**config.mk**
```make
export PLATFORM = sky130hd
export DESIGN_NAME = mission_failsafe_supervisor
export DESIGN_NICKNAME = d
export VERILOG_FILES = /design/src/hw/rtl/mfs_pkg.sv /design/src/hw/rtl/mission_failsafe_supervisor.sv /design/src/hw/rtl/mfs_cfg.sv /design/src/hw/rtl/mfs_step.sv
export SDC_FILE = /design/constraint.sdc
export NUM_CORES = 2
export LEC_CHECK = 0
export BUFFER_PORTS_ARGS = -buffer_cell sky130_fd_sc_hd__buf_2
export CORE_MARGIN = 4
export CORE_UTILIZATION = 40
export CTS_CLUSTER_DIAMETER = 80
export DETAILED_ROUTE_END_ITERATION = 7
export GPL_TIMING_DRIVEN = 0
export MAX_ROUTING_LAYER = met4
export PLACE_DENSITY = 0.67
export SLEW_MARGIN = 20
export SYNTH_ARGS = -nofsm -noshare
export SYNTH_HDL_FRONTEND = slang
export SYNTH_HIERARCHICAL = 1
export SYNTH_SLANG_ARGS = --single-unit
```
**constraint.sdc**
```tcl
create_clock -name aclk -period 9.2 [get_ports aclk]
set_clock_uncertainty 0.15 [all_clocks]
set_input_delay 1.84 -clock aclk [delete_from_list [all_inputs] [get_ports aclk]]
set_output_delay 1.84 -clock aclk [all_outputs]
set_load 0.03 [all_outputs]
```
**src/hw/rtl/mfs_pkg.sv**
```systemverilog
package mfs_pkg;

    localparam int unsigned ITEM_W = 117;
    localparam int unsigned RES_W  = 15;

    localparam logic [31:0] LOW_VOLTAGE_HOLD_MS   = 32'd10000;
    localparam logic [7:0]  MIN_RECOVERY_MESSAGES = 8'd3;
    localparam logic [3:0]  ASCENT_CODE           = 4'd3;
    localparam logic [3:0]  SURFACE_CODE          = 4'd4;

    typedef enum logic [1:0] {
        MODE_PREDIVE  = 2'd0,
        MODE_DIVING   = 2'd1,
        MODE_RECOVERY = 2'd2
    } mode_t;

    typedef enum logic [2:0] {
        CAUSE_NONE   = 3'd0,
        CAUSE_LOWV   = 3'd1,
        CAUSE_LEAK   = 3'd2,
        CAUSE_NO_HB  = 3'd3,
        CAUSE_MANUAL = 3'd4,
        CAUSE_REMOTE = 3'd5
    } cause_t;

    typedef enum logic [3:0] {
        CMD_NONE    = 4'd0,
        CMD_DIVE    = 4'd1,
        CMD_RECOVER = 4'd2,
        CMD_RESET   = 4'd3,
        CMD_MANUAL  = 4'd4,
        CMD_REMOTE  = 4'd5,
        CMD_ACK     = 4'd6,
        CMD_REL_ON  = 4'd7,
        CMD_REL_OFF = 4'd8
    } cmd_t;

    typedef enum logic [2:0] {
        REG_DIVE_GRACE   = 3'd0,
        REG_CRIT_MV      = 3'd1,
        REG_HB_TIMEOUT   = 3'd2,
        REG_DWELL        = 3'd3,
        REG_FINAL_GRACE  = 3'd4,
        REG_RECOV_DEPTH  = 3'd5,
        REG_LIVENESS     = 3'd6,
        REG_QUALIFY      = 3'd7
    } cfg_idx_t;

    typedef struct packed {
        logic [31:0]        dive_grace_ms;
        logic [15:0]        critical_voltage_mv;
        logic [31:0]        heartbeat_timeout_ms;
        logic [31:0]        surface_dwell_ms;
        logic [31:0]        final_grace_ms;
        logic signed [15:0] recovery_depth_cm;
        logic [15:0]        depth_liveness_cm;
        logic [31:0]        window_hold_ms;
    } cfg_t;

    localparam cfg_t CFG_RESET = '{
        dive_grace_ms:        32'd60000,
        critical_voltage_mv:  16'd13200,
        heartbeat_timeout_ms: 32'd30000,
        surface_dwell_ms:     32'd60000,
        final_grace_ms:       32'd30000,
        recovery_depth_cm:    16'sd100,
        depth_liveness_cm:    16'd10,
        window_hold_ms:       32'd30000
    };

    // first member lands in the highest bits
    typedef struct packed {
        logic signed [15:0] depth_cm;
        logic               depth_ok;
        logic [7:0]         recovery_messages;
        logic               mission_state_fresh;
        logic [3:0]         mission_state;
        logic [31:0]        heartbeat_seen_ms;
        logic               had_heartbeat;
        logic [15:0]        battery_mv;
        logic               voltage_fresh;
        logic               leak;
        logic [31:0]        now_ms;
        logic [3:0]         command;
    } item_t;

    typedef struct packed {
        logic       backstop_fired;
        logic       shutdown_acked;
        logic       shutdown_wanted;
        logic       surface_ok;
        logic       nonessentials_on;
        logic       command_accepted;
        logic       release_off_request;
        logic       release_request;
        logic [2:0] failsafe_cause;
        logic [1:0] prior_mode;
        logic [1:0] mode;
    } result_t;

    typedef struct packed {
        mode_t              cur_mode;
        mode_t              prev_mode;
        logic [31:0]        entry_time;
        cause_t             cause;
        logic               power;
        logic               qualified;
        logic               request;
        logic               ack;
        logic [31:0]        ack_time;
        logic [31:0]        dwell_start;
        logic               dwell_active;
        logic [31:0]        lowv_start;
        logic               lowv_active;
        logic [31:0]        window_start;
        logic signed [15:0] window_min;
        logic signed [15:0] window_max;
        logic               window_active;
    } state_t;

    localparam state_t ST_RESET = '{
        cur_mode:      MODE_PREDIVE,
        prev_mode:     MODE_PREDIVE,
        entry_time:    32'd0,
        cause:         CAUSE_NONE,
        power:         1'b1,
        qualified:     1'b0,
        request:       1'b0,
        ack:           1'b0,
        ack_time:      32'd0,
        dwell_start:   32'd0,
        dwell_active:  1'b0,
        lowv_start:    32'd0,
        lowv_active:   1'b0,
        window_start:  32'd0,
        window_min:    16'sd0,
        window_max:    16'sd0,
        window_active: 1'b0
    };

    function automatic state_t mfs_go_mode(state_t s, mode_t m, logic [31:0] now);
        state_t r;
        r = s;
        if (m != s.cur_mode) begin
            r.prev_mode  = s.cur_mode;
            r.cur_mode   = m;
            r.entry_time = now;
            r.power      = 1'b1;
            if (m != MODE_RECOVERY) begin
                r.qualified    = 1'b0;
                r.request      = 1'b0;
                r.ack          = 1'b0;
                r.ack_time     = 32'd0;
                r.dwell_start  = 32'd0;
                r.dwell_active = 1'b0;
            end
        end
        return r;
    endfunction

    function automatic logic mfs_fs_takes(state_t s, cause_t c);
        return (s.cur_mode == MODE_DIVING) || (c == CAUSE_MANUAL) || (c == CAUSE_REMOTE);
    endfunction

    function automatic state_t mfs_failsafe(state_t s, cause_t c, logic [31:0] now);
        state_t r;
        r = s;
        if (mfs_fs_takes(s, c)) begin
            r.cause = c;
            if (s.cur_mode == MODE_DIVING) begin
                r = mfs_go_mode(r, MODE_RECOVERY, now);
            end
        end
        return r;
    endfunction

endpackage

```
**src/hw/rtl/mission_failsafe_supervisor.sv**
```systemverilog
// channel   direction  beat contents
// s_*       in         one tick: command, time, telemetry and depth snapshot
// m_*       out        one result per tick: mode, cause, requests, power state
// cfg_*     in         register write, index and data, no read-back
//
// One beat per cycle sustained while m_tready holds. A tick goes from the input
// register to the result register, which drives m_tdata, and the supervisor
// state updates with that move. Reset (aresetn low, synchronous)
// loads register defaults, pre-dive mode and power on. A held m_ beat stops that
// move, and s_tready drops only once the input register is full as well.
module mission_failsafe_supervisor
    import mfs_pkg::*;
(
    input  logic         aclk,
    input  logic         aresetn,
    input  logic         s_tvalid,
    output logic         s_tready,
    // command, now_ms, leak, voltage_fresh, battery_mv, had_heartbeat,
    // heartbeat_seen_ms, mission_state, mission_state_fresh,
    // recovery_messages, depth_ok, depth_cm
    input  logic [119:0] s_tdata,
    output logic         m_tvalid,
    input  logic         m_tready,
    // mode, prior_mode, failsafe_cause, release_request, release_off_request,
    // command_accepted, nonessentials_on, surface_ok, shutdown_wanted,
    // shutdown_acked, backstop_fired
    output logic [15:0]  m_tdata,
    input  logic         cfg_we,
    input  logic [2:0]   cfg_index,
    input  logic [31:0]  cfg_wdata
);

    cfg_t    cfg;
    item_t   in_reg;
    logic    in_valid_reg;
    result_t out_reg;
    logic    out_valid_reg;
    state_t  st_reg;
    state_t  st_next;
    result_t res;
    logic    advance;
    logic    take;

    mfs_cfg u_cfg (
        .aclk      (aclk),
        .aresetn   (aresetn),
        .cfg_we    (cfg_we),
        .cfg_index (cfg_index),
        .cfg_wdata (cfg_wdata),
        .cfg       (cfg)
    );

    mfs_step u_step (
        .st      (st_reg),
        .cfg     (cfg),
        .item    (in_reg),
        .st_next (st_next),
        .res     (res)
    );

    assign advance  = in_valid_reg && (!out_valid_reg || m_tready);
    assign s_tready = !in_valid_reg || advance;
    assign take     = s_tvalid && s_tready;

    always_ff @(posedge aclk) begin
        if (!aresetn) begin
            in_valid_reg  <= 1'b0;
            out_valid_reg <= 1'b0;
            st_reg        <= ST_RESET;
        end else begin
            if (take) begin
                in_valid_reg <= 1'b1;
            end else if (advance) begin
                in_valid_reg <= 1'b0;
            end
            if (advance) begin
                out_valid_reg <= 1'b1;
                st_reg        <= st_next;
            end else if (m_tready) begin
                out_valid_reg <= 1'b0;
            end
        end
    end

    // payload: capture on the beat, no reset
    always_ff @(posedge aclk) begin
        if (take) begin
            in_reg <= item_t'(s_tdata[ITEM_W-1:0]);
        end
        if (advance) begin
            out_reg <= res;
        end
    end

    assign m_tvalid = out_valid_reg;
    assign m_tdata  = {1'b0, out_reg};

    a_backstop_mode: assert property (@(posedge aclk) disable iff (!aresetn)
        out_valid_reg && out_reg.backstop_fired |-> out_reg.mode == MODE_RECOVERY)
        else $error("backstop fired without recovery mode");

    a_power_cut_acked: assert property (@(posedge aclk) disable iff (!aresetn)
        !st_reg.power |-> st_reg.ack)
        else $error("power cut without acknowledgement");

    a_request_qualified: assert property (@(posedge aclk) disable iff (!aresetn)
        st_reg.request |-> st_reg.qualified)
        else $error("shutdown wanted while not qualified");

    a_state_holds: assert property (@(posedge aclk) disable iff (!aresetn)
        !advance |=> $stable(st_reg))
        else $error("state moved without a tick");

endmodule

```
**src/hw/rtl/mfs_cfg.sv**
```systemverilog
module mfs_cfg
    import mfs_pkg::*;
(
    input  logic        aclk,
    input  logic        aresetn,
    input  logic        cfg_we,
    input  logic [2:0]  cfg_index,
    input  logic [31:0] cfg_wdata,
    output cfg_t        cfg
);

    cfg_t cfg_reg;
    cfg_t cfg_next;

    always_comb begin
        cfg_next = cfg_reg;
        if (cfg_we) begin
            unique case (cfg_idx_t'(cfg_index))
                REG_DIVE_GRACE:  cfg_next.dive_grace_ms        = cfg_wdata;
                REG_CRIT_MV:     cfg_next.critical_voltage_mv  = cfg_wdata[15:0];
                REG_HB_TIMEOUT:  cfg_next.heartbeat_timeout_ms = cfg_wdata;
                REG_DWELL:       cfg_next.surface_dwell_ms     = cfg_wdata;
                REG_FINAL_GRACE: cfg_next.final_grace_ms       = cfg_wdata;
                REG_RECOV_DEPTH: cfg_next.recovery_depth_cm    = $signed(cfg_wdata[15:0]);
                REG_LIVENESS:    cfg_next.depth_liveness_cm    = cfg_wdata[15:0];
                REG_QUALIFY:     cfg_next.window_hold_ms       = cfg_wdata;
                default:         cfg_next = cfg_reg;
            endcase
        end
    end

    always_ff @(posedge aclk) begin
        if (!aresetn) begin
            cfg_reg <= CFG_RESET;
        end else begin
            cfg_reg <= cfg_next;
        end
    end

    assign cfg = cfg_reg;

endmodule

```
**src/hw/rtl/mfs_step.sv**
```systemverilog
module mfs_step
    import mfs_pkg::*;
(
    input  state_t  st,
    input  cfg_t    cfg,
    input  item_t   item,
    output state_t  st_next,
    output result_t res
);

    state_t             s;
    logic               rel;
    logic               rel_off;
    logic               acc;
    logic               fired;
    logic               crit;
    logic               done;
    logic               ascending;
    logic               shallow;
    logic               qnow;
    logic signed [16:0] spread;
    logic [31:0]        now;

    assign now = item.now_ms;

    always_comb begin
        s         = st;
        rel       = 1'b0;
        rel_off   = 1'b0;
        acc       = 1'b0;
        fired     = 1'b0;
        crit      = 1'b0;
        done      = 1'b0;
        ascending = 1'b0;
        shallow   = 1'b0;
        qnow      = 1'b0;
        spread    = '0;

        // command
        unique case (item.command)
            CMD_DIVE: begin
                if (s.cur_mode == MODE_PREDIVE) begin
                    s = mfs_go_mode(s, MODE_DIVING, now);
                end
            end
            CMD_RECOVER: begin
                s = mfs_go_mode(s, MODE_RECOVERY, now);
            end
            CMD_RESET: begin
                s.cause = CAUSE_NONE;
                s = mfs_go_mode(s, MODE_PREDIVE, now);
            end
            CMD_MANUAL: begin
                rel = 1'b1;
                s = mfs_failsafe(s, CAUSE_MANUAL, now);
            end
            CMD_REMOTE: begin
                rel = 1'b1;
                s = mfs_failsafe(s, CAUSE_REMOTE, now);
            end
            CMD_ACK: begin
                if (s.request && s.qualified) begin
                    if (!s.ack) begin
                        s.ack      = 1'b1;
                        s.ack_time = now;
                    end
                    acc = 1'b1;
                end
            end
            CMD_REL_ON: begin
                rel = 1'b1;
                acc = 1'b1;
            end
            CMD_REL_OFF: begin
                rel_off = s.qualified;
                acc     = s.qualified;
            end
            default: begin
            end
        endcase

        // failsafe checks
        if (s.cur_mode != MODE_DIVING || 32'(now - s.entry_time) < cfg.dive_grace_ms) begin
            s.lowv_active = 1'b0;
        end else if (item.leak) begin
            rel = 1'b1;
            s = mfs_failsafe(s, CAUSE_LEAK, now);
        end else begin
            crit = item.voltage_fresh && (item.battery_mv != 16'd0) &&
                   (item.battery_mv <= cfg.critical_voltage_mv);
            if (crit) begin
                if (!s.lowv_active) begin
                    s.lowv_start  = now;
                    s.lowv_active = 1'b1;
                end
                if (32'(now - s.lowv_start) >= LOW_VOLTAGE_HOLD_MS) begin
                    rel  = 1'b1;
                    s    = mfs_failsafe(s, CAUSE_LOWV, now);
                    done = 1'b1;
                end
            end else begin
                s.lowv_active = 1'b0;
            end
            if (!done && item.had_heartbeat &&
                32'(now - item.heartbeat_seen_ms) >= cfg.heartbeat_timeout_ms) begin
                rel = 1'b1;
                s = mfs_failsafe(s, CAUSE_NO_HB, now);
            end
        end

        // depth backstop
        ascending = (s.cur_mode == MODE_DIVING) && (item.mission_state >= ASCENT_CODE);
        shallow   = item.depth_ok && (item.depth_cm < cfg.recovery_depth_cm);
        if (!ascending || !shallow) begin
            s.window_start  = 32'd0;
            s.window_min    = 16'sd0;
            s.window_max    = 16'sd0;
            s.window_active = 1'b0;
        end else begin
            if (!s.window_active) begin
                s.window_active = 1'b1;
                s.window_start  = now;
                s.window_min    = item.depth_cm;
                s.window_max    = item.depth_cm;
            end else begin
                if (item.depth_cm < s.window_min) begin
                    s.window_min = item.depth_cm;
                end
                if (item.depth_cm > s.window_max) begin
                    s.window_max = item.depth_cm;
                end
            end
            spread = 17'(s.window_max) - 17'(s.window_min);
            if (spread >= $signed({1'b0, cfg.depth_liveness_cm}) &&
                32'(now - s.window_start) >= cfg.window_hold_ms) begin
                s.window_start  = 32'd0;
                s.window_min    = 16'sd0;
                s.window_max    = 16'sd0;
                s.window_active = 1'b0;
                s = mfs_go_mode(s, MODE_RECOVERY, now);
                fired = 1'b1;
            end
        end

        // surface shutdown
        if (s.ack) begin
            if (32'(now - s.ack_time) >= cfg.final_grace_ms) begin
                s.power = 1'b0;
            end
        end else begin
            qnow = (s.cur_mode == MODE_RECOVERY) && (s.prev_mode == MODE_DIVING) &&
                   item.mission_state_fresh && (item.mission_state == SURFACE_CODE) &&
                   (item.recovery_messages >= MIN_RECOVERY_MESSAGES);
            if (!qnow) begin
                s.dwell_start  = 32'd0;
                s.dwell_active = 1'b0;
                s.qualified    = 1'b0;
                s.request      = 1'b0;
            end else begin
                s.qualified = 1'b1;
                if (!s.dwell_active) begin
                    s.dwell_start  = now;
                    s.dwell_active = 1'b1;
                end
                s.request = 32'(now - s.dwell_start) >= cfg.surface_dwell_ms;
            end
        end
    end

    assign st_next                 = s;
    assign res.mode                = s.cur_mode;
    assign res.prior_mode          = s.prev_mode;
    assign res.failsafe_cause      = s.cause;
    assign res.release_request     = rel;
    assign res.release_off_request = rel_off;
    assign res.command_accepted    = acc;
    assign res.nonessentials_on    = s.power;
    assign res.surface_ok          = s.qualified;
    assign res.shutdown_wanted     = s.request;
    assign res.shutdown_acked      = s.ack;
    assign res.backstop_fired      = fired;

endmodule
```
After elaboration in Yosys (flattened, before gate mapping)

Cells that the tools add are included.

Bits in registers: 548
Input bits: 160
Output and inout port bits: 18
Word-level logic and storage cells: 213

Add/subtract/negate cells: 7
$lt $le $gt $ge: 13
Equal/unequal tests: 28
Multiplexer cells: 77
Reductions and logical operators: 38

Operators with widths:

| kind                   | count |
|---|---|
| $mux W206              | 10 |
| $mux W140              | 4 |
| $pmux W131 S4          | 1 |
| $mux W33               | 10 |
| $mux W65               | 5 |
| $mux W36               | 6 |
| $pmux W42 S5           | 1 |
| $sub A32 B32 Y32       | 6 |
| $pmux W33 S5           | 1 |
| $mux W32               | 5 |
| $mux W141              | 1 |
| $mux W69               | 2 |
| $ge A32 B32 Y1         | 4 |
| $ge A32 B14 Y1 const B | 1 |
| $lt A16 B16 Y1         | 2 |
| $lt A32 B32 Y1         | 1 |
| $mux W16               | 2 |
| $mux W1                | 26 |
| $eq A4 B3 Y1 const B   | 5 |
| $ge A17 B17 Y1         | 1 |
| $sub A16 B16 Y17       | 1 |
| $gt A16 B16 Y1         | 1 |
| $le A16 B16 Y1         | 1 |
| $reduce_and A2 Y1      | 8 |
| 23 further kinds       | 58 |

Depth between registers and ports, before layout

Depth in word-level cells: 41
Gate-level depth with buffers: 37
Depth with buffers taken out: 35

Cells and area by module

The synthesis kept the hierarchy.

By module, submodules not included:

| module                      | times used | cells an instance | area an instance (um^2) | sequential area each (um^2) |
|---|---|---|---|---|
| mfs_step                    | 1          | 2911              | 19931.6                 | 0.0 |
| mission_failsafe_supervisor | 1          | 1037              | 12219.2                 | 8127.8 |
| mfs_cfg                     | 1          | 736               | 7781.2                  | 4164.0 |

Least setup slack after synthesis

Ideal clock, no wire load.

Path type: register to register
Start: register in_reg[1] in the netlist's numbering
End: register st_reg[166] in the netlist's numbering
Library setup time: 0.106 ns
Arrival: 7.422 ns
Data required time: 8.944 ns
Path slack: 1.522 ns
Stages on the path, launching flop included: 34
Clock period less this slack: 7.678 ns
Path through: edfxtp_1 -> clkbuf_1 -> a21oi_1 -> a311o_1 -> a21oi_1 -> clkbuf_1 -> mux2i_1 -> fa_1 -> a21o_1 -> a21oi_1 -> o21bai_1 -> a31o_2 -> a21oi_1 -> o21ai_0 -> a21oi_1 -> o21bai_1 -> a21oi_1 -> o21bai_1 -> a21oi_1 -> xnor2_1 -> ha_1 -> o211ai_1 -> or4_1 -> a21oi_1 -> o31a_1 -> o21ai_0 -> a211oi_1 -> o31a_1 -> buf_2 -> nor2_1 -> a32oi_1 -> buf_4 -> inv_1 -> o311ai_0

RTL lines:

| what                   | RTL line                          | RTL |
|---|---|---|
| start, declared        | mission_failsafe_supervisor.sv:34 | `item_t in_reg;` |
| start signal, assigned | mission_failsafe_supervisor.sv:88 | `in_reg <= item_t'(s_tdata[ITEM_W-1:0]);` |
| end signal, assigned   | mission_failsafe_supervisor.sv:78 | `st_reg <= st_next;` |
| end, declared          | mission_failsafe_supervisor.sv:38 | `state_t st_reg;` |

==> reports/summary.txt <==
Status: complete, no violations
Peak supply drop: 143 µV
1st-iter DRT viols: 2,892
Worst hold stages: 2
Relative slew slack: 18.0%
Req. time, crit path: 9.51 ns
Die area: 105,000 µm²
Total global routing overflow: 0
H-tree lvl count: 3
Crit path max-delay family: compound AO/OA/AOI/OAI gates
Max-Cap Viols: 0
Layout net count: 5,548
Avg WL per Cell: 20.5 µm
Crit. End Element: flop
Crit start category: flop
Worst Path Buf+Inv: 5
Area grow syn2layout: 13.2%
Setup TNS: 0 ns
Post-synthesis cell area: 39,900 µm²
Max-slew violations: 0
First-pass GRT wire length: 193,000 µm
Reg power frac: 37.6%
FP Rows: 115
Sw frac: 31.2%
Final WL: 129,000 µm
Final hold viol count: 0
Clock power frac: 39.9%
Setup ws final: 0.400 ns
Hold Path End: st_reg[156]
GRT Util Overall: 24.5%
Yosys warning total: 6
Crit path time final: 8.80 ns
Cell taking the most area after synthesis: dfxtp_1
Setup WS pre-CTS: -1.09 ns
FF+latch count, synth: 548
Die Width: 324 µm
Setup Viol. Count Final: 0
Period utilization: 95.7%
Syn_area_per_cell: 8.53 µm²
Clk sink count: 548
Most frequent cells in the layout: nand2_1 (792), mux2i_1 (543), ha_1 (439)
Final HPWL from detailed placement: 95,200 µm
Slowest CP cell: edfxtp_1
Main synth FF type: dfxtp_1
R2R depth: 30
Top-area cell type share of the netlist area: 20.9%
CORE AREA: 98,700 µm²
Max Freq: 0.114 GHz
Mapped Cells: 4,684
Height of the die: 324 µm
Worst R2R Setup Slack: 0.40 ns
Worst hold path type: flop to flop
Max clock buf depth: 3
Mapped Nets: 5,290
Routed Antenna Nets: 0
Comb pwr share: 22.5%
Most common cell after layout, fill and taps aside: nand2_1
Num CTS Buffers: 69
DR DRC count: 0
Clk Latency, worst-skew pair: 0.64 ns
Worst slew pin tran: 1.23 ns
DRT Pass-1 Iters: 7
Port bufs: 172
Worst-path clk slew: 0.06 ns
Via density: 5.55
Sequential element share of the synthesized area: 30.8%
P per Cell Area: 154 nW/µm²
Initial antenna violation count: 1
Layout cells sized above 1: 9.26%
Psw: 2.18 mW
Largest net degree at the start of global routing: 58
Min Hold Slack: 0.306 ns
CP max FO: 10
Critical R2R Capture: st_reg[166]
TritonCTS clock tree: built
Root Buffer: clkbuf_16
CP peak stage delay: 0.79 ns
Asr flop ratio synth: 0%
Reg2reg start: in_reg[4]
Kind of critical path: flop to flop
RePlAce Congestion: 0.935
# IOs: 178
Hold path start: st_reg[156]
EDFF count, synth: 132
Initial Util: 40.5%
Via count: 34,900
Leakage power: 19.2 nW
Synth area leaders: dfxtp_1 (21%), ha_1 (14%), mux2i_1 (14%), edfxtp_1 (9.9%), nand2_1 (7.4%)
Number of global-route vias before repair: 33,200
Max reg flops: 208
Internal power: 4.79 mW
Synth unique cells: 83
Worst endpoint data arrival time: 9.11 ns
==> worst min-delay path, cell delays in order (launching register included) <==
cell and delay [ns]:
dfxtp_1 0.31, nand2_1 0.05, mux2i_1 0.05
==> power by group through the flow <==
stage	logic (mW)	clock network, mW	registers, mW
floorplan	1.11	0	2.63
global placement	1.47	0	2.69
detailed placement	1.52	0	2.68
CTS	1.53	2.83	2.63
global route	1.74	2.93	2.63
finish	1.57	2.78	2.62
==> layout make-up <==
cell class	count	area [µm²]
fill	9651	53500
multi-input combinational	3556	25300
sequential	548	12300
clock buffer	89	1920
tap	1287	1610
inverter	364	1370
timing repair buffer	190	1210
buffer	213	1140
clock inverter	39	390
antenna	1	2.50
==> what timing repair did <==
item	CTS	global route
hold endpoints to repair	0	0
gates resized for setup	16	23
hold buffers	0	0
setup endpoints to repair	180	177
setup buffers	0	6
pin swaps	0	2
==> logic make-up after synthesis <==
family                     after synthesis  share of synthesized area, %
and+or+nand+nor                       1462                          16.4
AOI/OAI and AO/OA                      937                          15.1
buffers and inverters                  580                          6.27
muxes                                  549                          13.8
DFF                                    548                          30.8
adders and majority gates              446                          14.1
xor gates and xnor gates               161                          3.53
other                                    1                       0.00939
==> synth_stat cells (47+ instances only) <==
cell type / count
edfxtp_1: 132
xor2_1: 52
a21o_1: 129
o21ai_0: 196
ha_1: 439
inv_1: 364
nor3_1: 61
nand2_1: 792
mux2i_1: 543
a21oi_1: 269
nor2_1: 237
nand3_1: 58
dfxtp_1: 416
xnor2_1: 109
nor2b_1: 119
buf_2: 47
clkbuf_1: 110
==> metal layers <==
| layer | vias to the layer above | share of wire [%] | wire (µm) | track usage [%] |
|---|---|---|---|---|
| met5 | - | 0 | 0 | - |
| met4 | 0 | 4.5 | 5850 | 10.5 |
| met3 | 267 | 6.8 | 8800 | 4.20 |
| met2 | 1127 | 45 | 58600 | 39.0 |
| met1 | 16500 | 43 | 55700 | 30.8 |
| li1 | 16900 | - | - | - |
==> stage by stage <==
stage / instance area (µm²) / total power [mW] / cells / utilization (%)
final: 45200 / 6.97 / 6287 / 45.8
after global routing: 45200 / 7.29 / 6286 / 45.8
after CTS: 45000 / 6.99 / 6280 / 45.6
after detailed placement: 42600 / 4.19 / 6152 / 43.2
after global placement: 42400 / 4.16 / 6143 / 43.0
after floorplan: 39900 / 3.74 / 4684 / -
==> how the worst max path moves through the flow <==
stage / startpoint / to / slack (ns) / cells after the start
floorplan: in_reg[1] / st_reg[166] / 1.52 / 33
global placement: in_reg[3] / st_reg[166] / -2.25 / 34
detailed placement: in_reg[0] / st_reg[166] / -1.09 / 33
CTS: in_reg[106] / st_reg[166] / 0.07 / 33
global route: in_reg[0] / st_reg[166] / -0.04 / 33
finish: in_reg[4] / st_reg[166] / 0.40 / 30
Note: power is estimated with default switching activity, not from simulation.
